$ cat src/sv/ps2_keyboard_link_and_modifiers_unit_assert.svh
// ---------------------------------------------------------------------------
// assertion macros for the ps/2 keyboard link
// ---------------------------------------------------------------------------
`ifndef PS2_KEYBOARD_LINK_AND_MODIFIERS_UNIT_ASSERT_SVH
`define PS2_KEYBOARD_LINK_AND_MODIFIERS_UNIT_ASSERT_SVH

// same-cycle implication, sampled on clk, off during reset
`define PS2KB_ASSERT_IMPL(label, ante, cons) \
  label: assert property (@(posedge clk) disable iff (!rst_n) (ante) |-> (cons)) \
    else $error("ps2kb assertion failed");

// next-cycle implication, sampled on clk, off during reset
`define PS2KB_ASSERT_NEXT(label, ante, cons) \
  label: assert property (@(posedge clk) disable iff (!rst_n) (ante) |=> (cons)) \
    else $error("ps2kb assertion failed");

`endif

$ cat src/sv/ps2kb_pkg.sv
// ---------------------------------------------------------------------------
// ps2kb_pkg
// shared byte codes, flag bundle and parity helper for the ps/2 link
// ---------------------------------------------------------------------------
package ps2kb_pkg;

  // protocol bytes
  localparam logic [7:0] BYTE_RELEASE = 8'hF0;
  localparam logic [7:0] BYTE_ACK     = 8'hFA;
  localparam logic [7:0] BYTE_EXT0    = 8'hE0;
  localparam logic [7:0] BYTE_EXT1    = 8'hE1;

  // scancodes with special handling
  localparam logic [7:0] KEY_LSHIFT   = 8'h12;
  localparam logic [7:0] KEY_RSHIFT   = 8'h59;
  localparam logic [7:0] KEY_ALT      = 8'h11;
  localparam logic [7:0] KEY_CTRL     = 8'h14;
  localparam logic [7:0] KEY_CAPS     = 8'h58;
  localparam logic [7:0] KEY_NUM      = 8'h77;
  localparam logic [7:0] KEY_SCROLL   = 8'h7E;

  // frame bit positions (count after the step)
  localparam logic [3:0] RX_CNT_PARITY = 4'd10;
  localparam logic [3:0] RX_CNT_STOP   = 4'd11;
  localparam logic [3:0] TX_CNT_START  = 4'd1;
  localparam logic [3:0] TX_CNT_D_LO   = 4'd2;
  localparam logic [3:0] TX_CNT_D_HI   = 4'd9;
  localparam logic [3:0] TX_CNT_PARITY = 4'd10;
  localparam logic [3:0] TX_CNT_STOP   = 4'd11;

  // keyboard prefix, modifier and lock flags
  typedef struct packed {
    logic scroll_on;
    logic num_on;
    logic caps_on;
    logic shift_held;
    logic alt_held;
    logic ctrl_held;
    logic extend_pending;
    logic release_pending;
  } kb_flags_t;

  // result of decoding one received byte
  typedef struct packed {
    kb_flags_t  flags;
    logic       key_valid;
    logic [7:0] key_code;
    logic       ack_seen;
  } kb_decode_t;

  // bit that makes the byte plus itself hold an odd number of ones
  function automatic logic odd_bit(input logic [7:0] v);
    return ~(^v);
  endfunction

endpackage

$ cat src/sv/ps2kb_byte_decode.sv
// ---------------------------------------------------------------------------
// ps2kb_byte_decode
// classifies a received byte and updates prefix, modifier and lock flags
// ---------------------------------------------------------------------------
module ps2kb_byte_decode (
  input  logic [7:0]             rx_byte,
  input  ps2kb_pkg::kb_flags_t   flags_cur,
  output ps2kb_pkg::kb_decode_t  dec
);
  import ps2kb_pkg::*;

  // byte classification
  always_comb begin
    dec           = '0;
    dec.flags     = flags_cur;
    if (rx_byte == BYTE_RELEASE) begin
      dec.flags.release_pending = 1'b1;
      dec.flags.extend_pending  = 1'b0;
    end else if (rx_byte == BYTE_ACK) begin
      dec.ack_seen = 1'b1;
    end else if (rx_byte == BYTE_EXT0 || rx_byte == BYTE_EXT1) begin
      dec.flags.extend_pending = 1'b1;
    end else if (rx_byte == KEY_LSHIFT || rx_byte == KEY_RSHIFT) begin
      dec.flags.shift_held      = ~flags_cur.release_pending;
      dec.flags.release_pending = 1'b0;
    end else if (rx_byte == KEY_ALT) begin
      dec.flags.alt_held        = ~flags_cur.release_pending;
      dec.flags.release_pending = 1'b0;
    end else if (rx_byte == KEY_CTRL) begin
      dec.flags.ctrl_held       = ~flags_cur.release_pending;
      dec.flags.release_pending = 1'b0;
    end else if (rx_byte == KEY_CAPS || rx_byte == KEY_NUM || rx_byte == KEY_SCROLL) begin
      // lock keys toggle on press, release just clears the prefix
      if (flags_cur.release_pending) begin
        dec.flags.release_pending = 1'b0;
      end else begin
        if (rx_byte == KEY_CAPS) begin
          dec.flags.caps_on = ~flags_cur.caps_on;
        end else if (rx_byte == KEY_NUM) begin
          dec.flags.num_on = ~flags_cur.num_on;
        end else begin
          dec.flags.scroll_on = ~flags_cur.scroll_on;
        end
        dec.key_valid = 1'b1;
        dec.key_code  = rx_byte;
      end
    end else if (flags_cur.release_pending) begin
      dec.flags.release_pending = 1'b0;
    end else if (rx_byte != 8'h00) begin
      dec.key_valid = 1'b1;
      dec.key_code  = rx_byte;
    end
  end

endmodule

$ cat src/sv/ps2_keyboard_link_and_modifiers_unit.sv
// ---------------------------------------------------------------------------
// ps2_keyboard_link_and_modifiers_unit
// ps/2 host link with frame receive, command transmit and modifier tracking
// ---------------------------------------------------------------------------
// Usage:
//   in_* channel: one transaction per falling keyboard clock edge
//   (in_func = 0, in_data_bit = sampled data line) or per command request
//   (in_func = 1, in_cmd_byte = byte to send).
//   out_* channel: exactly one result transaction per input transaction,
//   carrying the data line drive level, any accepted scancode, modifier and
//   lock status, the extend flag and ack, transmit-done and parity flags.
// Latency: a result is valid the cycle after its input is accepted.
// Throughput: one transaction per cycle; the link state update and byte
//   decode sit in one combinational pass ahead of the result register.
// Stall: while a result waits and out_ready is low, the result register
//   holds and in_ready drops, so no input is taken until that result is
//   taken; an empty result register still takes an input.
// Reset (rst_n low, synchronous): all link, modifier and lock state
//   cleared, internal data line drive released, result register empty.
// ---------------------------------------------------------------------------
module ps2_keyboard_link_and_modifiers_unit (
  input  logic       clk,
  input  logic       rst_n,
  // input channel
  input  logic       in_valid,
  output logic       in_ready,
  input  logic       in_func,
  input  logic       in_data_bit,
  input  logic [7:0] in_cmd_byte,
  // result channel
  output logic       out_valid,
  input  logic       out_ready,
  output logic       out_data_drive_low,
  output logic       out_key_valid,
  output logic [7:0] out_key_code,
  output logic [5:0] out_modifier_status,
  output logic       out_extended,
  output logic       out_ack_byte_seen,
  output logic       out_tx_done,
  output logic       out_tx_acked,
  output logic       out_parity_error
);
  import ps2kb_pkg::*;

  // link state
  logic [3:0] rx_bit_count_r, rx_bit_count_nxt;
  logic [7:0] rx_shift_r, rx_shift_nxt;
  logic       rx_bad_r, rx_bad_nxt;
  kb_flags_t  flags_r, flags_nxt;
  logic       tx_busy_r, tx_busy_nxt;
  logic [3:0] tx_bit_count_r, tx_bit_count_nxt;
  logic [7:0] tx_shift_r, tx_shift_nxt;
  logic       tx_parity_r, tx_parity_nxt;
  logic       drive_low_r, drive_low_nxt;

  // result register
  logic       out_valid_r;
  logic       out_key_valid_r, out_key_valid_nxt;
  logic [7:0] out_key_code_r, out_key_code_nxt;
  logic       out_ack_byte_seen_r, out_ack_byte_seen_nxt;
  logic       out_tx_done_r, out_tx_done_nxt;
  logic       out_tx_acked_r, out_tx_acked_nxt;
  logic       out_parity_error_r, out_parity_error_nxt;
  logic       out_drive_low_r;
  kb_flags_t  out_flags_r;

  logic       in_fire;
  logic [7:0] rx_shift_in;
  logic [3:0] rx_cnt_inc;
  logic [3:0] tx_cnt_inc;
  kb_decode_t dec;

  assign in_ready = ~out_valid_r | out_ready;
  assign in_fire  = in_valid & in_ready;

  assign rx_cnt_inc  = rx_bit_count_r + 4'd1;
  assign tx_cnt_inc  = tx_bit_count_r + 4'd1;
  assign rx_shift_in = (rx_bit_count_r >= 4'd1 && rx_bit_count_r <= 4'd8) ?
                       {in_data_bit, rx_shift_r[7:1]} : rx_shift_r;

  // byte decode on the completed frame
  ps2kb_byte_decode u_decode (
    .rx_byte   (rx_shift_in),
    .flags_cur (flags_r),
    .dec       (dec)
  );

  // next state and result for one transaction
  always_comb begin
    rx_bit_count_nxt      = rx_bit_count_r;
    rx_shift_nxt          = rx_shift_r;
    rx_bad_nxt            = rx_bad_r;
    flags_nxt             = flags_r;
    tx_busy_nxt           = tx_busy_r;
    tx_bit_count_nxt      = tx_bit_count_r;
    tx_shift_nxt          = tx_shift_r;
    tx_parity_nxt         = tx_parity_r;
    drive_low_nxt         = drive_low_r;
    out_key_valid_nxt     = 1'b0;
    out_key_code_nxt      = 8'h00;
    out_ack_byte_seen_nxt = 1'b0;
    out_tx_done_nxt       = 1'b0;
    out_tx_acked_nxt      = 1'b0;
    out_parity_error_nxt  = 1'b0;
    if (in_func) begin
      // command request: start bit driven at once
      tx_busy_nxt      = 1'b1;
      tx_bit_count_nxt = 4'd0;
      tx_shift_nxt     = in_cmd_byte;
      tx_parity_nxt    = odd_bit(in_cmd_byte);
      drive_low_nxt    = 1'b1;
    end else if (tx_busy_r) begin
      // transmit frame, receive paused
      tx_bit_count_nxt = tx_cnt_inc;
      if (tx_cnt_inc == TX_CNT_START) begin
        drive_low_nxt = 1'b1;
      end else if (tx_cnt_inc >= TX_CNT_D_LO && tx_cnt_inc <= TX_CNT_D_HI) begin
        drive_low_nxt = ~tx_shift_r[0];
        tx_shift_nxt  = {1'b0, tx_shift_r[7:1]};
      end else if (tx_cnt_inc == TX_CNT_PARITY) begin
        drive_low_nxt = ~tx_parity_r;
      end else if (tx_cnt_inc == TX_CNT_STOP) begin
        drive_low_nxt = 1'b0;
      end else begin
        drive_low_nxt    = 1'b0;
        tx_busy_nxt      = 1'b0;
        out_tx_done_nxt  = 1'b1;
        out_tx_acked_nxt = ~in_data_bit;
      end
    end else begin
      // receive frame
      rx_shift_nxt     = rx_shift_in;
      rx_bit_count_nxt = rx_cnt_inc;
      if (rx_cnt_inc == RX_CNT_PARITY) begin
        rx_bad_nxt = (in_data_bit != odd_bit(rx_shift_in));
      end
      if (rx_cnt_inc >= RX_CNT_STOP) begin
        if (rx_bad_r) begin
          out_parity_error_nxt = 1'b1;
        end else begin
          flags_nxt             = dec.flags;
          out_key_valid_nxt     = dec.key_valid;
          out_key_code_nxt      = dec.key_code;
          out_ack_byte_seen_nxt = dec.ack_seen;
        end
        rx_shift_nxt     = 8'h00;
        rx_bit_count_nxt = 4'd0;
        rx_bad_nxt       = 1'b0;
      end
    end
  end

  // state and control registers
  always_ff @(posedge clk) begin
    if (!rst_n) begin
      rx_bit_count_r <= 4'd0;
      rx_shift_r     <= 8'h00;
      rx_bad_r       <= 1'b0;
      flags_r        <= '0;
      tx_busy_r      <= 1'b0;
      tx_bit_count_r <= 4'd0;
      tx_shift_r     <= 8'h00;
      tx_parity_r    <= 1'b0;
      drive_low_r    <= 1'b0;
      out_valid_r    <= 1'b0;
    end else begin
      if (in_fire) begin
        rx_bit_count_r <= rx_bit_count_nxt;
        rx_shift_r     <= rx_shift_nxt;
        rx_bad_r       <= rx_bad_nxt;
        flags_r        <= flags_nxt;
        tx_busy_r      <= tx_busy_nxt;
        tx_bit_count_r <= tx_bit_count_nxt;
        tx_shift_r     <= tx_shift_nxt;
        tx_parity_r    <= tx_parity_nxt;
        drive_low_r    <= drive_low_nxt;
      end
      if (in_fire) begin
        out_valid_r <= 1'b1;
      end else if (out_ready) begin
        out_valid_r <= 1'b0;
      end
    end
  end

  // result payload
  always_ff @(posedge clk) begin
    if (in_fire) begin
      out_drive_low_r     <= drive_low_nxt;
      out_flags_r         <= flags_nxt;
      out_key_valid_r     <= out_key_valid_nxt;
      out_key_code_r      <= out_key_code_nxt;
      out_ack_byte_seen_r <= out_ack_byte_seen_nxt;
      out_tx_done_r       <= out_tx_done_nxt;
      out_tx_acked_r      <= out_tx_acked_nxt;
      out_parity_error_r  <= out_parity_error_nxt;
    end
  end

  assign out_valid           = out_valid_r;
  assign out_data_drive_low  = out_drive_low_r;
  assign out_key_valid       = out_key_valid_r;
  assign out_key_code        = out_key_code_r;
  assign out_modifier_status = {out_flags_r.scroll_on, out_flags_r.num_on,
                                out_flags_r.caps_on, out_flags_r.shift_held,
                                out_flags_r.alt_held, out_flags_r.ctrl_held};
  assign out_extended        = out_flags_r.extend_pending;
  assign out_ack_byte_seen   = out_ack_byte_seen_r;
  assign out_tx_done         = out_tx_done_r;
  assign out_tx_acked        = out_tx_acked_r;
  assign out_parity_error    = out_parity_error_r;

  // checks
  `include "ps2_keyboard_link_and_modifiers_unit_assert.svh"

  `PS2KB_ASSERT_IMPL(a_acked_needs_done, out_valid_r && out_tx_acked_r, out_tx_done_r)
  `PS2KB_ASSERT_IMPL(a_bad_frame_no_key, out_valid_r && out_parity_error_r,
                     !out_key_valid_r && !out_ack_byte_seen_r)
  `PS2KB_ASSERT_NEXT(a_rx_hold_during_tx, in_fire && !in_func && tx_busy_r,
                     $stable(rx_bit_count_r) && $stable(rx_shift_r))
  `PS2KB_ASSERT_IMPL(a_rx_count_range, 1'b1, rx_bit_count_r <= RX_CNT_PARITY)

endmodule
$ cat config.mk
export PLATFORM = sky130hd
export DESIGN_NAME = ps2_keyboard_link_and_modifiers_unit
export DESIGN_NICKNAME = d
export VERILOG_FILES = /design/src/sv/ps2kb_pkg.sv /design/src/sv/ps2kb_byte_decode.sv /design/src/sv/ps2_keyboard_link_and_modifiers_unit.sv
export VERILOG_INCLUDE_DIRS = /design/src /design/src/sv
export SDC_FILE = /design/constraint.sdc
export NUM_CORES = 1
export LEC_CHECK = 0
export ABC_AREA = 1
export BUFFER_PORTS_ARGS = -buffer_cell sky130_fd_sc_hd__buf_2
export CAP_MARGIN = 15
export CORE_UTILIZATION = 32
export DETAILED_ROUTE_END_ITERATION = 8
export REMOVE_ABC_BUFFERS = 1
export SLEW_MARGIN = 15
export SYNTH_ARGS = -nofsm -noshare
export SYNTH_HDL_FRONTEND = slang
export SYNTH_HIERARCHICAL = 1
export SYNTH_SLANG_ARGS = --single-unit
$ cat constraint.sdc
create_clock -name clk -period 5.3 [get_ports clk]
set_clock_uncertainty 0.15 [all_clocks]
set_input_delay 0.265 -clock clk [delete_from_list [all_inputs] [get_ports clk]]
set_output_delay 0.265 -clock clk [all_outputs]
set_load 0.1 [all_outputs]
==> results by group <==
Clock tree
  • Post-CTS resize count: 0
  • Clock Tree Root: clkbuf_8
  • CTS Buffer Depth: 2
  • Post-CTS setup buffer count: 0
  • Worst-path clk slew: 60 ps
  • H-tree levels: 3
  • Clk sinks: 58
  • TritonCTS buffer count: 9
  • CTS tree: done
  • Clock Latency Late Sink: 340 ps
  • Hold buffer count at CTS: 0

Place
  • Placed cells: 625
  • Number of I/O port buffers: 36
  • Post-DP HPWL: 5140 um
  • Final GP Congestion: 0.898

Worst setup path
  • Critical R2R Launch: rx_bit_count_r[0]
  • Startpoint types: register
  • Worst Path Required: 5400 ps
  • CP arrival: 3190 ps
  • CP endpoint kind: register
  • Slowest stage delay, CP: 410 ps
  • CP Cell Sequence: inv_1 -> ha_1 -> inv_1 -> nor2_1 -> nand2_1 -> nand2_2 -> nand2_1 -> nand2_1 -> inv_1 -> nand2_1 -> nor2_1 -> nand2_1 -> nand2_2 -> nor2_2 -> nand2_1 -> xor2_1 -> nand2_1 -> nand2_1 -> nand2_1 -> a21oi_2
  • Slowest CP cell: dfxtp_1
  • CP Launch Point: rx_bit_count_r[0]
  • Critical-path maximum fanout: 13
  • R2R Setup Slk: 2210 ps
  • FF-to-FF path depth: 20
  • Setup Crit Path Kind: register to register
  • CP dominant cell by count: nand2_1
  • Capturing point of the worst reg2reg path: flags_r[6]
  • CP Capture Point: flags_r[6]

Finish
  • ANT cells: 0
  • Layout cells sized above 1: 15.2%
  • Sequential Area: 1370 um2
  • Filler cell count: 1128
  • Final Net Count: 523
  • Filler-free cell count of the finished design: 641
  • Multi-input gate area: 1690 um2
  • Synth-to-layout area growth: 12.6%

Logic synthesis
  • Most frequent cell after synthesis: nand2_1
  • Synth top area share: 21.9%
  • Yosys cell types: 38
  • Asr flop ratio synth: 0%
  • Yosys Warn Count: 6
  • Primary FF master, synth: dfxtp_1
  • Post-synth EDFFs: 21
  • Synth cell count leaders: 137 x nand2_1, 62 x nor2_1, 56 x inv_1
  • Yosys top cell by area: dfxtp_1
  • Synth area leaders: dfxtp_1 22%, edfxtp_1 19%, nand2_1 15%
  • #FFs+latches synth: 58
  • Cells after Synth: 465
  • Area of the mapped netlist: 3380 um2
  • Register area share after synthesis: 40.6%
  • Syn_area_per_cell: 7.27 um2

GRT
  • Largest net degree at the start of global routing: 31
  • GRT Util Overall: 14.0%
  • First-pass GRT wire length: 12500 um
  • Initial antenna violation count: 0
  • Vias in the first global route: 2908
  • Overflow after GRT: 0

Floorplanning
  • Site Rows: 37
  • Die height: 105 um
  • Core box area: 10300 um2
  • Initial core utilization: 32.9%
  • Chip width: 105 um
  • Die ar.: 11000 um2
  • IO Pins: 37

Drt
  • DR vias: 2933
  • Routed WL: 7090 um
  • Initial DRC count: 86
  • DRC viols: 0
  • Wire per inst: 11.1 um
  • Drt pass-1 iters: 4
  • Final ANT Viol Nets: 0
  • Post-DR vias/cell: 4.58

STA
  • Unrepaired setup endpoints after global routing: false
  • Relative slew slack: 34.6%
  • Final Hold Vio Count: 0
  • Setup TNS: 0 ps
  • Slew Limit Fails: 0
  • Worst slew pin tran: 975 ps
  • Minimum clock period: 3090 ps
  • Worst hold margin: 53.6 ps
  • Final Setup Violations: 0
  • Fmax achieved: 0.324 GHz
  • Part of the cycle the worst path needs: 58.3%

Power and ir drop
  • PD cells: 257 nW/um2
  • Combinational Power Share: 16.5%
  • Sw Share: 30.8%
  • Reg power frac: 49.2%
  • Internal cell power: 678 uW
  • Clock power frac: 34.3%
  • Worst vdd ir: 110 uV
  • Psw: 302 uW
  • Total power: 979 uW
  • Pleak: 1.69 nW

Worst hold path
  • Hold Crit Class: primary input to register

Run
  • Max_cap viols: 0

Status
  • Outcome: complete, no violations
[area by class of cell]
| class | count | area share (%) |
|---|---|---|
| inverters | 62 | 6.18 |
| flip-flops and latches | 58 | 36.0 |
| multi-input cells | 333 | 44.5 |
| well taps | 136 | 4.47 |
| repair buffers | 36 | 4.74 |
| clock buffers | 12 | 3.55 |
| clock inverters | 4 | 0.493 |
[worst min-delay path by stage]
stage	startpoint	end	slack, ps	cells past startpoint
2_1_floorplan	rst_n	tx_bit_count_r[0]	250	2
3_3_place_gp	tx_shift_r[7]	tx_shift_r[7]	300	2
3_5_place_dp	tx_shift_r[7]	tx_shift_r[7]	320	2
4_1_cts	in_cmd_byte[7]	tx_shift_r[7]	40	3
5_1_grt	in_cmd_byte[7]	tx_shift_r[7]	60	3
6_report	in_cmd_byte[7]	tx_shift_r[7]	50	3
[power groups by stage]
stage          Sequential (mW)  Clock, mW  Combinational, mW
2_1_floorplan            0.549          0             0.0710
3_3_place_gp             0.492          0              0.160
3_5_place_dp             0.492          0              0.162
4_1_cts                  0.482      0.347              0.162
5_1_grt                  0.484      0.364              0.177
6_report                 0.482      0.335              0.162
[per-stage QoR]
stage	util, %	setup slack (ps)	area, um2
3_3_place_gp	35.5	2310	3650
2_1_floorplan	-	1550	3300
6_report	37.0	2210	3800
4_1_cts	37.0	2220	3800
5_1_grt	37.0	1840	3800
3_5_place_dp	35.5	2250	3650
[kinds of logic after synthesis]
family,after synthesis,share of synthesized area [%]
flip-flops,58,40.6
multiplexers,7,2.07
XOR/XNOR,13,3.59
AND/OR/NAND/NOR,247,30.6
buffers and inverters,74,9.26
adder cells (fa/ha/maj),9,3.33
AO/OA/AOI/OAI,57,10.6
[sequential cells by signal, summed over array words and instances, names as in the netlist, 4 cells and up]
name,flops
tx_shift_r,8
flags_r,8
rx_shift_r,8
out_modifier_status,6
rx_bit_count_r,4
out_key_code,8
tx_bit_count_r,4
[metal layers]
metal	part of all wire, %	GRT usage [%]	vias up	wire, um
li1	-	-	1548	-
met3	4.5	3.56	12	321
met2	48	25.3	61	3390
met4	1.8	5.63	0	125
met5	0	0	-	0
met1	46	15.6	1312	3250
[layout by cell type (no fill, tap or decap), drive strengths merged]
cell and count:
mux2i 7, a21oi 29, edfxtp 21, nor3 4, inv 60, nand3 19, nor4 2, o21ai 16
nand3b 2, a22oi 8, nand4 5, buf 36, nand2b 1, o21a 1, ha 9, nand2 147
o211ai 1, xor2 5, and3 1, clkinv 6, dfxtp 37, xnor2 8, clkbuf 12, nor2 66
o2111ai 1, a211oi 1
[critical path, delay by kind of cell, from the launching register on]
kind,cells,cell delay [ps]
adder cells (fa/ha/maj),1,210
AO/OA/AOI/OAI,1,130
flip-flops,1,410
buffers and inverters,3,330
AND/OR/NAND/NOR,14,1610
XOR/XNOR,1,140
No activity file was read; power rests on OpenSTA's default activity.
